$ cat src/pcs_pkg.sv
// Package for the PID control step: widths, register map, reset values and
// the control word types shared by the sequencer and the datapath.
// No dependencies.
package pcs_pkg;

    localparam int ERR_BITS_DEF = 16;
    localparam int ACC_BITS_DEF = 32;
    localparam int DERIV_BITS   = 48;
    localparam int GAIN_BITS    = 16;
    localparam int DRIVE_BITS   = 32;
    localparam int DATA_BITS    = 32;
    localparam int PADDR_BITS   = 5;
    localparam int N_STEPS      = 8;
    localparam int STEP_BITS    = 3;

    // Register indexes (byte address divided by four).
    localparam logic [2:0] REG_GAIN_P = 3'd0;
    localparam logic [2:0] REG_GAIN_I = 3'd1;
    localparam logic [2:0] REG_GAIN_D = 3'd2;
    localparam logic [2:0] REG_TSTEP  = 3'd3;
    localparam logic [2:0] REG_TRECIP = 3'd4;

    localparam logic [GAIN_BITS-1:0] TSTEP_RESET  = 16'd3277;
    localparam logic [GAIN_BITS-1:0] TRECIP_RESET = 16'd320;

    typedef struct packed {
        logic [GAIN_BITS-1:0] gain_p;
        logic [GAIN_BITS-1:0] gain_i;
        logic [GAIN_BITS-1:0] gain_d;
        logic [GAIN_BITS-1:0] time_step;
        logic [GAIN_BITS-1:0] time_step_recip;
    } t_cfg;

    // Multiplier operand selects.
    typedef enum logic [2:0] {
        A_TS,
        A_RECIP,
        A_KP,
        A_KI,
        A_KD
    } t_a_sel;

    typedef enum logic [1:0] {
        B_ERR,
        B_DIFF,
        B_ACC,
        B_DRV
    } t_b_sel;

    typedef enum logic [1:0] {
        T_HOLD,
        T_LOAD,
        T_ADD
    } t_tot_op;

    // Condition under which a step moves on to its target.
    typedef enum logic [1:0] {
        C_NEXT,
        C_IN,
        C_OUT
    } t_cond;

    typedef struct packed {
        t_a_sel  a_sel;
        t_b_sel  b_sel;
        logic    p_en;
        logic    acc_upd;
        logic    drv_upd;
        t_tot_op tot_op;
        logic    ld_err;
        logic    emit;
    } t_dp_ctrl;

    typedef struct packed {
        t_dp_ctrl             ctl;
        t_cond                cond;
        logic [STEP_BITS-1:0] target;
    } t_uop;

    typedef struct packed {
        t_dp_ctrl ctl;
        logic     fire;
    } t_seq_out;

endpackage

$ cat src/pcs_in_if.sv
// Input channel of the PID control step: one error word per handshake.
// Depends on pcs_pkg for the default width.
interface pcs_in_if #(
    parameter int ERR_BITS = pcs_pkg::ERR_BITS_DEF
);
    logic                       valid;
    logic                       ready;
    logic signed [ERR_BITS-1:0] err_sample;

    modport source (output valid, output err_sample, input ready);
    modport sink (input valid, input err_sample, output ready);
endinterface

$ cat src/pcs_out_if.sv
// Output channel of the PID control step: drive and clip flag per word.
// Depends on pcs_pkg for the drive width.
interface pcs_out_if;
    logic                                valid;
    logic                                ready;
    logic signed [pcs_pkg::DRIVE_BITS-1:0] drive;
    logic                                clipped;

    modport source (output valid, output drive, output clipped, input ready);
    modport sink (input valid, input drive, input clipped, output ready);
endinterface

$ cat src/pid_control_step.sv
// PID control step. An error word is taken in program step zero and its result
// word is emitted in the last step of the microprogram driving the single shared
// multiplier; a new word is taken only after the last one has been emitted.
// A stalled output holds the last step until the result register frees up.
// Reset is synchronous, active low: integral, previous error and first-sample
// flag clear, the step counter returns to zero and registers take defaults.
module pid_control_step #(
    parameter int ERR_BITS = pcs_pkg::ERR_BITS_DEF,
    parameter int ACC_BITS = pcs_pkg::ACC_BITS_DEF
) (
    input  logic                           i_clk,
    input  logic                           i_rst_n,
    pcs_in_if.sink                         i_in,
    pcs_out_if.source                      o_out,
    input  logic                           psel,
    input  logic                           penable,
    input  logic                           pwrite,
    input  logic [pcs_pkg::PADDR_BITS-1:0] paddr,
    input  logic [pcs_pkg::DATA_BITS-1:0]  pwdata,
    output logic [pcs_pkg::DATA_BITS-1:0]  prdata,
    output logic                           pready
);

    pcs_pkg::t_cfg     cfg;
    pcs_pkg::t_seq_out seq;
    logic              out_free;
    logic              in_ready;

    pcs_cfg u_cfg (
        .i_clk   (i_clk),
        .i_rst_n (i_rst_n),
        .psel    (psel),
        .penable (penable),
        .pwrite  (pwrite),
        .paddr   (paddr),
        .pwdata  (pwdata),
        .prdata  (prdata),
        .pready  (pready),
        .o_cfg   (cfg)
    );

    pcs_seq u_seq (
        .i_clk      (i_clk),
        .i_rst_n    (i_rst_n),
        .i_in_valid (i_in.valid),
        .i_out_free (out_free),
        .o_in_ready (in_ready),
        .o_seq      (seq)
    );

    assign i_in.ready = in_ready;

    pcs_dp #(
        .ERR_BITS (ERR_BITS),
        .ACC_BITS (ACC_BITS)
    ) u_dp (
        .i_clk      (i_clk),
        .i_rst_n    (i_rst_n),
        .i_cfg      (cfg),
        .i_seq      (seq),
        .i_err      (ERR_BITS'(i_in.err_sample)),
        .i_ready    (o_out.ready),
        .o_out_free (out_free),
        .o_valid    (o_out.valid),
        .o_drive    (o_out.drive),
        .o_clipped  (o_out.clipped)
    );

endmodule

$ cat src/pcs_cfg.sv
// APB-style register file for the gains and the sample period settings.
// Depends on pcs_pkg for the register map and reset values.
module pcs_cfg (
    input  logic                           i_clk,
    input  logic                           i_rst_n,
    input  logic                           psel,
    input  logic                           penable,
    input  logic                           pwrite,
    input  logic [pcs_pkg::PADDR_BITS-1:0] paddr,
    input  logic [pcs_pkg::DATA_BITS-1:0]  pwdata,
    output logic [pcs_pkg::DATA_BITS-1:0]  prdata,
    output logic                           pready,
    output pcs_pkg::t_cfg                  o_cfg
);

    pcs_pkg::t_cfg r_cfg;
    logic [2:0]    idx;
    logic          wr;

    assign idx    = paddr[pcs_pkg::PADDR_BITS-1:2];
    assign wr     = psel && penable && pwrite;
    assign pready = 1'b1;
    assign o_cfg  = r_cfg;

    always_ff @(posedge i_clk) begin
        if (!i_rst_n) begin
            r_cfg.gain_p          <= '0;
            r_cfg.gain_i          <= '0;
            r_cfg.gain_d          <= '0;
            r_cfg.time_step       <= pcs_pkg::TSTEP_RESET;
            r_cfg.time_step_recip <= pcs_pkg::TRECIP_RESET;
        end else if (wr) begin
            unique case (idx)
                pcs_pkg::REG_GAIN_P: r_cfg.gain_p <= pwdata[pcs_pkg::GAIN_BITS-1:0];
                pcs_pkg::REG_GAIN_I: r_cfg.gain_i <= pwdata[pcs_pkg::GAIN_BITS-1:0];
                pcs_pkg::REG_GAIN_D: r_cfg.gain_d <= pwdata[pcs_pkg::GAIN_BITS-1:0];
                pcs_pkg::REG_TSTEP:  r_cfg.time_step <= pwdata[pcs_pkg::GAIN_BITS-1:0];
                pcs_pkg::REG_TRECIP: begin
                    r_cfg.time_step_recip <= pwdata[pcs_pkg::GAIN_BITS-1:0];
                end
                default: ;
            endcase
        end
    end

    always_comb begin
        prdata = '0;
        unique case (idx)
            pcs_pkg::REG_GAIN_P: prdata = pcs_pkg::DATA_BITS'(r_cfg.gain_p);
            pcs_pkg::REG_GAIN_I: prdata = pcs_pkg::DATA_BITS'(r_cfg.gain_i);
            pcs_pkg::REG_GAIN_D: prdata = pcs_pkg::DATA_BITS'(r_cfg.gain_d);
            pcs_pkg::REG_TSTEP:  prdata = pcs_pkg::DATA_BITS'(r_cfg.time_step);
            pcs_pkg::REG_TRECIP: prdata = pcs_pkg::DATA_BITS'(r_cfg.time_step_recip);
            default:             prdata = '0;
        endcase
    end

endmodule

$ cat src/pcs_seq.sv
// Microprogram sequencer: step counter, control store and jump logic.
// Depends on pcs_pkg for the control word types.
module pcs_seq (
    input  logic              i_clk,
    input  logic              i_rst_n,
    input  logic              i_in_valid,
    input  logic              i_out_free,
    output logic              o_in_ready,
    output pcs_pkg::t_seq_out o_seq
);

    logic [pcs_pkg::STEP_BITS-1:0] r_step;
    logic [pcs_pkg::STEP_BITS-1:0] n_step;
    pcs_pkg::t_uop                 uop;
    logic                          met;

    // Control store. The multiplier result of one step is consumed by the
    // next, which issues the following multiplication in the same cycle.
    function automatic pcs_pkg::t_uop f_rom(input logic [pcs_pkg::STEP_BITS-1:0] s);
        pcs_pkg::t_uop w;
        w = '0;
        w.ctl.a_sel  = pcs_pkg::A_TS;
        w.ctl.b_sel  = pcs_pkg::B_ERR;
        w.ctl.tot_op = pcs_pkg::T_HOLD;
        w.cond       = pcs_pkg::C_NEXT;
        w.target     = s + 1'b1;
        unique case (s)
            3'd0: begin
                w.ctl.ld_err = 1'b1;
                w.cond       = pcs_pkg::C_IN;
            end
            3'd1: begin
                w.ctl.p_en = 1'b1;
            end
            3'd2: begin
                w.ctl.acc_upd = 1'b1;
                w.ctl.a_sel   = pcs_pkg::A_RECIP;
                w.ctl.b_sel   = pcs_pkg::B_DIFF;
                w.ctl.p_en    = 1'b1;
            end
            3'd3: begin
                w.ctl.drv_upd = 1'b1;
                w.ctl.a_sel   = pcs_pkg::A_KP;
                w.ctl.p_en    = 1'b1;
            end
            3'd4: begin
                w.ctl.tot_op = pcs_pkg::T_LOAD;
                w.ctl.a_sel  = pcs_pkg::A_KI;
                w.ctl.b_sel  = pcs_pkg::B_ACC;
                w.ctl.p_en   = 1'b1;
            end
            3'd5: begin
                w.ctl.tot_op = pcs_pkg::T_ADD;
                w.ctl.a_sel  = pcs_pkg::A_KD;
                w.ctl.b_sel  = pcs_pkg::B_DRV;
                w.ctl.p_en   = 1'b1;
            end
            3'd6: begin
                w.ctl.tot_op = pcs_pkg::T_ADD;
            end
            3'd7: begin
                w.ctl.emit = 1'b1;
                w.cond     = pcs_pkg::C_OUT;
                w.target   = '0;
            end
            default: ;
        endcase
        return w;
    endfunction

    assign uop = f_rom(r_step);

    always_comb begin
        unique case (uop.cond)
            pcs_pkg::C_NEXT: met = 1'b1;
            pcs_pkg::C_IN:   met = i_in_valid;
            pcs_pkg::C_OUT:  met = i_out_free;
            default:         met = 1'b0;
        endcase
        n_step = met ? uop.target : r_step;
    end

    assign o_in_ready = (uop.cond == pcs_pkg::C_IN);
    assign o_seq.ctl  = uop.ctl;
    assign o_seq.fire = met;

    always_ff @(posedge i_clk) begin
        if (!i_rst_n) begin
            r_step <= '0;
        end else begin
            r_step <= n_step;
        end
    end

endmodule

$ cat src/pcs_dp.sv
// Datapath of the PID control step: shared multiplier, integral, derivative,
// running total and the output register. Depends on pcs_pkg.
module pcs_dp #(
    parameter int ERR_BITS = pcs_pkg::ERR_BITS_DEF,
    parameter int ACC_BITS = pcs_pkg::ACC_BITS_DEF
) (
    input  logic                                  i_clk,
    input  logic                                  i_rst_n,
    input  pcs_pkg::t_cfg                         i_cfg,
    input  pcs_pkg::t_seq_out                     i_seq,
    input  logic signed [ERR_BITS-1:0]            i_err,
    input  logic                                  i_ready,
    output logic                                  o_out_free,
    output logic                                  o_valid,
    output logic signed [pcs_pkg::DRIVE_BITS-1:0] o_drive,
    output logic                                  o_clipped
);

    localparam int DW  = pcs_pkg::DERIV_BITS;
    localparam int OW  = pcs_pkg::DRIVE_BITS;
    localparam int MA  = pcs_pkg::GAIN_BITS + 1;
    localparam int MB0 = (ERR_BITS + 1 > ACC_BITS) ? ERR_BITS + 1 : ACC_BITS;
    localparam int MB  = (MB0 > DW) ? MB0 : DW;
    localparam int PW  = MA + MB;
    localparam int TW  = PW + 2;

    logic signed [ERR_BITS-1:0] r_err;
    logic signed [ERR_BITS-1:0] r_last;
    logic                       r_primed;
    logic signed [ACC_BITS-1:0] r_accum;
    logic signed [DW-1:0]       r_deriv;
    logic signed [PW-1:0]       r_prod;
    logic signed [TW-1:0]       r_total;
    logic                       r_hit;
    logic                       r_out_valid;
    logic signed [OW-1:0]       r_drive;
    logic                       r_clip;

    logic signed [ERR_BITS:0]   diff;
    logic signed [MA-1:0]       mul_a;
    logic signed [MB-1:0]       mul_b;
    logic signed [PW-1:0]       prod;
    logic signed [PW:0]         acc_sum;
    logic                       acc_fit;
    logic signed [ACC_BITS-1:0] acc_sat;
    logic signed [PW+3:0]       drv_shift;
    logic                       drv_fit;
    logic signed [DW-1:0]       drv_sat;
    logic                       tot_fit;
    logic signed [OW-1:0]       tot_sat;
    logic                       fire;

    assign fire = i_seq.fire;

    // Before the first sample the previous error is taken as the current one.
    assign diff = r_primed ? ((ERR_BITS+1)'(r_err) - (ERR_BITS+1)'(r_last)) : '0;

    always_comb begin
        unique case (i_seq.ctl.a_sel)
            pcs_pkg::A_TS:    mul_a = signed'({1'b0, i_cfg.time_step});
            pcs_pkg::A_RECIP: mul_a = signed'({1'b0, i_cfg.time_step_recip});
            pcs_pkg::A_KP:    mul_a = MA'(signed'(i_cfg.gain_p));
            pcs_pkg::A_KI:    mul_a = MA'(signed'(i_cfg.gain_i));
            pcs_pkg::A_KD:    mul_a = MA'(signed'(i_cfg.gain_d));
            default:          mul_a = '0;
        endcase
        unique case (i_seq.ctl.b_sel)
            pcs_pkg::B_ERR:  mul_b = MB'(r_err);
            pcs_pkg::B_DIFF: mul_b = MB'(diff);
            pcs_pkg::B_ACC:  mul_b = MB'(r_accum);
            pcs_pkg::B_DRV:  mul_b = MB'(r_deriv);
            default:         mul_b = '0;
        endcase
    end

    assign prod = mul_a * mul_b;

    // Integral update, saturated to the accumulator width.
    assign acc_sum = (PW+1)'(r_accum) + (PW+1)'(r_prod >>> 8);
    assign acc_fit = (acc_sum[PW:ACC_BITS-1] == {(PW-ACC_BITS+2){acc_sum[PW]}});
    assign acc_sat = acc_fit ? acc_sum[ACC_BITS-1:0]
                   : (acc_sum[PW] ? {1'b1, {(ACC_BITS-1){1'b0}}}
                                  : {1'b0, {(ACC_BITS-1){1'b1}}});

    // Derivative taken to Q40.8 by a shift of four, then saturated.
    assign drv_shift = (PW+4)'(r_prod) <<< 4;
    assign drv_fit   = (drv_shift[PW+3:DW-1] == {(PW+5-DW){drv_shift[PW+3]}});
    assign drv_sat   = drv_fit ? drv_shift[DW-1:0]
                     : (drv_shift[PW+3] ? {1'b1, {(DW-1){1'b0}}}
                                        : {1'b0, {(DW-1){1'b1}}});

    assign tot_fit = (r_total[TW-1:OW-1] == {(TW-OW+1){r_total[TW-1]}});
    assign tot_sat = tot_fit ? r_total[OW-1:0]
                   : (r_total[TW-1] ? {1'b1, {(OW-1){1'b0}}}
                                    : {1'b0, {(OW-1){1'b1}}});

    assign o_out_free = !r_out_valid || i_ready;
    assign o_valid    = r_out_valid;
    assign o_drive    = r_drive;
    assign o_clipped  = r_clip;

    always_ff @(posedge i_clk) begin
        if (!i_rst_n) begin
            r_accum     <= '0;
            r_last      <= '0;
            r_primed    <= 1'b0;
            r_out_valid <= 1'b0;
        end else begin
            if (i_seq.ctl.acc_upd && fire) begin
                r_accum <= acc_sat;
            end
            if (i_seq.ctl.emit && fire) begin
                r_last      <= r_err;
                r_primed    <= 1'b1;
                r_out_valid <= 1'b1;
            end else if (i_ready) begin
                r_out_valid <= 1'b0;
            end
        end
    end

    always_ff @(posedge i_clk) begin
        if (fire) begin
            if (i_seq.ctl.ld_err) begin
                r_err <= i_err;
            end
            if (i_seq.ctl.p_en) begin
                r_prod <= prod;
            end
            if (i_seq.ctl.drv_upd) begin
                r_deriv <= drv_sat;
            end
            case (i_seq.ctl.tot_op)
                pcs_pkg::T_LOAD: r_total <= TW'(r_prod);
                pcs_pkg::T_ADD:  r_total <= r_total + TW'(r_prod >>> 8);
                default: ;
            endcase
            if (i_seq.ctl.ld_err) begin
                r_hit <= 1'b0;
            end else if (i_seq.ctl.acc_upd) begin
                r_hit <= r_hit | !acc_fit;
            end else if (i_seq.ctl.drv_upd) begin
                r_hit <= r_hit | !drv_fit;
            end
            if (i_seq.ctl.emit) begin
                r_drive <= tot_sat;
                r_clip  <= r_hit | !tot_fit;
            end
        end
    end

endmodule
$ cat src/flat_wrapper.sv
// flat-port wrapper written by rule: the top's interface ports become plain ports
module pid_control_step_flat 
#(
    parameter int ERR_BITS = pcs_pkg::ERR_BITS_DEF,
    parameter int ACC_BITS = pcs_pkg::ACC_BITS_DEF
)
  (i_clk, i_rst_n, psel, penable, pwrite, paddr, pwdata, prdata, pready, i_in_valid, i_in_err_sample, i_in_ready, o_out_valid, o_out_drive, o_out_clipped, o_out_ready);
  pcs_in_if #(.ERR_BITS(ERR_BITS)) i_in_i ();
  pcs_out_if o_out_i ();
  input  logic i_clk;
  input  logic i_rst_n;
  input  logic psel;
  input  logic penable;
  input  logic pwrite;
  input  logic [pcs_pkg::PADDR_BITS-1:0] paddr;
  input  logic [pcs_pkg::DATA_BITS-1:0] pwdata;
  output logic [pcs_pkg::DATA_BITS-1:0] prdata;
  output logic pready;
  input wire logic [$bits(i_in_i.valid)-1:0] i_in_valid;
  input wire logic [$bits(i_in_i.err_sample)-1:0] i_in_err_sample;
  output wire logic [$bits(i_in_i.ready)-1:0] i_in_ready;
  output wire logic [$bits(o_out_i.valid)-1:0] o_out_valid;
  output wire logic [$bits(o_out_i.drive)-1:0] o_out_drive;
  output wire logic [$bits(o_out_i.clipped)-1:0] o_out_clipped;
  input wire logic [$bits(o_out_i.ready)-1:0] o_out_ready;
  assign i_in_i.valid = i_in_valid;
  assign i_in_i.err_sample = i_in_err_sample;
  assign i_in_ready = i_in_i.ready;
  assign o_out_valid = o_out_i.valid;
  assign o_out_drive = o_out_i.drive;
  assign o_out_clipped = o_out_i.clipped;
  assign o_out_i.ready = o_out_ready;
  pid_control_step #(.ERR_BITS(ERR_BITS), .ACC_BITS(ACC_BITS)) u_core (.i_clk(i_clk), .i_rst_n(i_rst_n), .i_in(i_in_i), .o_out(o_out_i), .psel(psel), .penable(penable), .pwrite(pwrite), .paddr(paddr), .pwdata(pwdata), .prdata(prdata), .pready(pready));
endmodule
$ cat config.mk
export PLATFORM = sky130hd
export DESIGN_NAME = pid_control_step_flat
export DESIGN_NICKNAME = d
export VERILOG_FILES = /design/src/pcs_pkg.sv /design/src/pcs_in_if.sv /design/src/pcs_out_if.sv /design/src/pid_control_step.sv /design/src/pcs_cfg.sv /design/src/pcs_seq.sv /design/src/pcs_dp.sv /design/src/flat_wrapper.sv
export SDC_FILE = /design/constraint.sdc
export NUM_CORES = 2
export LEC_CHECK = 0
export BUFFER_PORTS_ARGS = -buffer_cell sky130_fd_sc_hd__buf_2
export CAP_MARGIN = 30
export CELL_PAD_IN_SITES_DETAIL_PLACEMENT = 2
export CELL_PAD_IN_SITES_GLOBAL_PLACEMENT = 2
export CORE_AREA = 2 2 572 290
export DETAILED_ROUTE_END_ITERATION = 10
export DIE_AREA = 0 0 574 292
export PLACE_DENSITY = 0.72
export SYNTH_ARGS = -nofsm -noshare
export SYNTH_HDL_FRONTEND = slang
export SYNTH_HIERARCHICAL = 1
export SYNTH_SLANG_ARGS = --single-unit
$ cat constraint.sdc
create_clock -name i_clk -period 12 [get_ports i_clk]
set_input_delay 0.6 -clock i_clk [delete_from_list [all_inputs] [get_ports i_clk]]
set_output_delay 0.6 -clock i_clk [all_outputs]
set_load 0.01 [all_outputs]
==> results.yml <==
setup_path:
  reg2reg_to: "u_core/u_dp/r_prod[58]"
  critPathSlowestCell: "fa_1"
  r2r_slack_ps: 580
  cp_max_fo: 20
  startpoint: "u_core/u_seq/r_step[0]"
  end_kind: "register"
  reg2regPathDepth: 34
  cpMostUsedCell: "fa_1"
  reg2reg_from: "u_core/u_seq/r_step[0]"
  slowest_delay_ps: 600
  start_kind: "register"
  worstSetupPathType: "register to register"
  endpoint: "u_core/u_dp/r_prod[58]"
  cp.required_ps: 12340
  worstPathArrival_ps: 11750
drt:
  drc: 0
  wl_per_cell_um: 26.5
  ant_nets: 0
  vias: 42300
  drt-initial-drc-count: 3618
  wirelength_um: 208000
  drtPass1Iterations: 5
  vias_per_cell: 5.37
min_path:
  worstHoldStart: "i_in_err_sample[0]"
  min_path_type: "input port to register"
die:
  die_area_mm2: 0.168
  placeableCoreArea_mm2: 0.163
  core.rowCount: 105
  die_h_um: 292
  io_pins: 128
  die_x_um: 574
  start_util_pct: 30.9
synthesis:
  ys_ff_latch: 360
  synthTopCellsByArea: "fa_1 30%, edfxtp_1 14%, ha_1 7.3%"
  synth_top_area_share_pct: 30.5
  synth_area_leader_cell: "fa_1"
  yosysWarningCount: 6
  syn_avg_cell_area_um2: 8.91
  netlist_area_mm2: 0.0502
  synth_flop_cell: "edfxtp_1"
  async_flop_share_pct: 0
  yosys.cell_types.count: 93
  synthCells: 5635
  synth-seq-area-share_pct: 18.9
  synthTopCellsByCount: "898 x inv_1, 786 x nand2_1, 764 x fa_1"
  synth.most_common_cell: "inv_1"
  synth_edf_count: 227
clock_network:
  clk_pin_slew_worst_paths_ps: 70
  cts_tree: "done"
  clock_latency_ps: 660
  cts_root_buf: "clkbuf_16"
  clock-sinks: 360
  htree_levels: 2
  max-clock-path-buffers: 3
  cts_buffers: 42
placement:
  pre_cts_ws_ps: 141
  hpwl_um: 173000
  finalWeightedCongestion: 0.914
  post_dp_cell_area_mm2: 0.0534
  port_buffers: 92
run_status:
  status: "completed"
cells_and_area:
  area_growth_pct: 9.73
  final_area_mm2: 0.0551
  nFillCells: 18200
  drive_gt1_share_pct: 8.16
  nNetsFinal: 6762
grt:
  antenna_found_initial: 14
  grt_first_pass_wirelength_um: 309000
  grt_max_degree: 94
  grt_usage_pct: 24.7
  grt_pass1_vias: 45700
  grt-ovfl-total: 0
sta:
  setup_viol: 0
  fmax_mhz: 87.6
  post-route-min-period_ps: 11420
  slew_headroom_pct: 23.7
  worst_slack_ps: 582
  tightest_slew_ps: 1120
  hold_viol: 0
  clock_skew_ps: 76.7
  rsz0062_at_grt: "false"
  tns_ps: 0
  maxSlewViolCount: 0
  fin_crit_sh_pct: 95.2
run:
  cap_viol_max_count: 0
[layout by cell type (no fill, tap or decap), types with 14 or more instances in the layout]
| cell type | netlist | routed |
|---|---|---|
| o21ai_0 | 200 | 197 |
| inv_1 | 898 | 898 |
| xor2_1 | 55 | 55 |
| dfxtp_1 | 133 | 133 |
| ha_1 | 293 | 292 |
| nand2_1 | 786 | 786 |
| nor3_1 | 40 | 38 |
| nor4_1 | 16 | 15 |
| nand2b_1 | 53 | 53 |
| nand3_1 | 48 | 48 |
| o21bai_1 | 32 | 32 |
| or3_1 | 16 | 16 |
| o31ai_1 | 14 | 14 |
| fa_1 | 764 | 764 |
| buf_4 | 39 | 145 |
| nand4_1 | 48 | 48 |
| nor2_1 | 551 | 548 |
| conb_1 | 2 | 17 |
| a22oi_1 | 30 | 30 |
| a31oi_1 | 29 | 28 |
| mux2_2 | 35 | 35 |
| a311oi_2 | 28 | 29 |
| xnor2_1 | 127 | 127 |
| a21o_1 | 135 | 135 |
| clkbuf_16 | 0 | 44 |
| nor2b_1 | 43 | 41 |
| o21a_1 | 45 | 30 |
| mux2i_1 | 102 | 101 |
| o21ai_1 | 27 | 27 |
| buf_2 | 7 | 92 |
| edfxtp_1 | 227 | 227 |
| o22ai_1 | 29 | 29 |
| and2_1 | 29 | 23 |
| a21oi_1 | 254 | 253 |
| a221o_1 | 14 | 14 |
| a21boi_0 | 36 | 34 |
| and3_1 | 20 | 20 |
[sequential cells by signal, summed over array words and instances, names as in the netlist]
register,count
u_core/u_cfg/o_cfg,80
u_core/u_dp/o_clipped,1
u_core/u_dp/o_drive,32
u_core/u_dp/o_valid,1
u_core/u_dp/r_accum,32
u_core/u_dp/r_deriv,45
u_core/u_dp/r_err,16
u_core/u_dp/r_hit,1
u_core/u_dp/r_last,16
u_core/u_dp/r_primed,1
u_core/u_dp/r_prod,65
u_core/u_dp/r_total,67
u_core/u_seq/r_step,3
[logic make-up (layout without fill, tap and decap cells)]
family / count (synthesis) / after routing / share of synthesized area [%]
other: 2 / 22 / 0.0150
AO/OA/AOI/OAI: 1002 / 1002 / 13.3
XOR/XNOR: 182 / 182 / 3.18
flip-flops: 360 / 360 / 18.9
buffers and inverters: 1191 / 1218 / 9.34
AND/OR/NAND/NOR: 1703 / 1703 / 14.6
multiplexers: 138 / 138 / 2.86
adder cells (fa/ha/maj): 1057 / 1057 / 37.8
[stage by stage]
| step | hold WS, ps | cells | util (%) |
|---|---|---|---|
| after floorplan | 441 | 5650 | - |
| final | 113 | 7875 | 33.9 |
| after CTS | 70.4 | 7863 | 33.7 |
| after global routing | 84.7 | 7870 | 33.8 |
| after detailed placement | 462 | 7787 | 32.8 |
| after global placement | 451 | 7786 | 32.8 |
[routing by layer]
metal | wire (um) | part of all wire, % | track usage [%]
met1 | 108000 | 52 | 40.2
met2 | 77900 | 37 | 32.2
met3 | 20800 | 10 | 6.69
met4 | 1640 | 0.79 | 2.40
met5 | 0 | 0 | 0
[timing repair]
action / CTS / global route
setup endpoints to repair: 2 / 21
pin swaps: 0 / 2
buffers inserted: 0 / 1
hold buffers: 0 / 0
resized for setup: 1 / 41
[final cells by class]
class                           count  area, um2  share of cell area (%)
Antenna cell                        5       12.5                  0.0227
Clock buffer                       57       1170                    2.12
Clock inverter                     19        219                   0.398
Inverter                          899       3370                    6.13
Multi-Input combinational cell   4099      36400                    66.1
Sequential cell                   360       9480                    17.2
Tap cell                         2193       2740                    4.98
Timing Repair Buffer              243       1680                    3.06
[critical path: cells and delay by family (launching register included)]
| kind | cells | cell delay (ps) |
|---|---|---|
| AND/OR/NAND/NOR | 8 | 2450 |
| buffers and inverters | 8 | 1830 |
| XOR/XNOR | 1 | 110 |
| AO/OA/AOI/OAI | 8 | 1980 |
| adder cells (fa/ha/maj) | 9 | 4230 |
| flip-flops | 1 | 410 |
[worst min path at each step]
| stage | endpoint | cells past startpoint |
|---|---|---|
| final | u_core/u_dp/r_err[0] | 1 |
| after global routing | u_core/u_dp/r_err[4] | 1 |
| after CTS | u_core/u_dp/r_err[0] | 1 |
| after detailed placement | u_core/u_dp/r_last[11] | 2 |
| after global placement | u_core/u_dp/r_last[12] | 2 |
| after floorplan | u_core/u_cfg/o_cfg[20] | 2 |
Power is not shown: default switching activity piles up to over one toggle a cycle in this logic, so the estimate is an artifact.
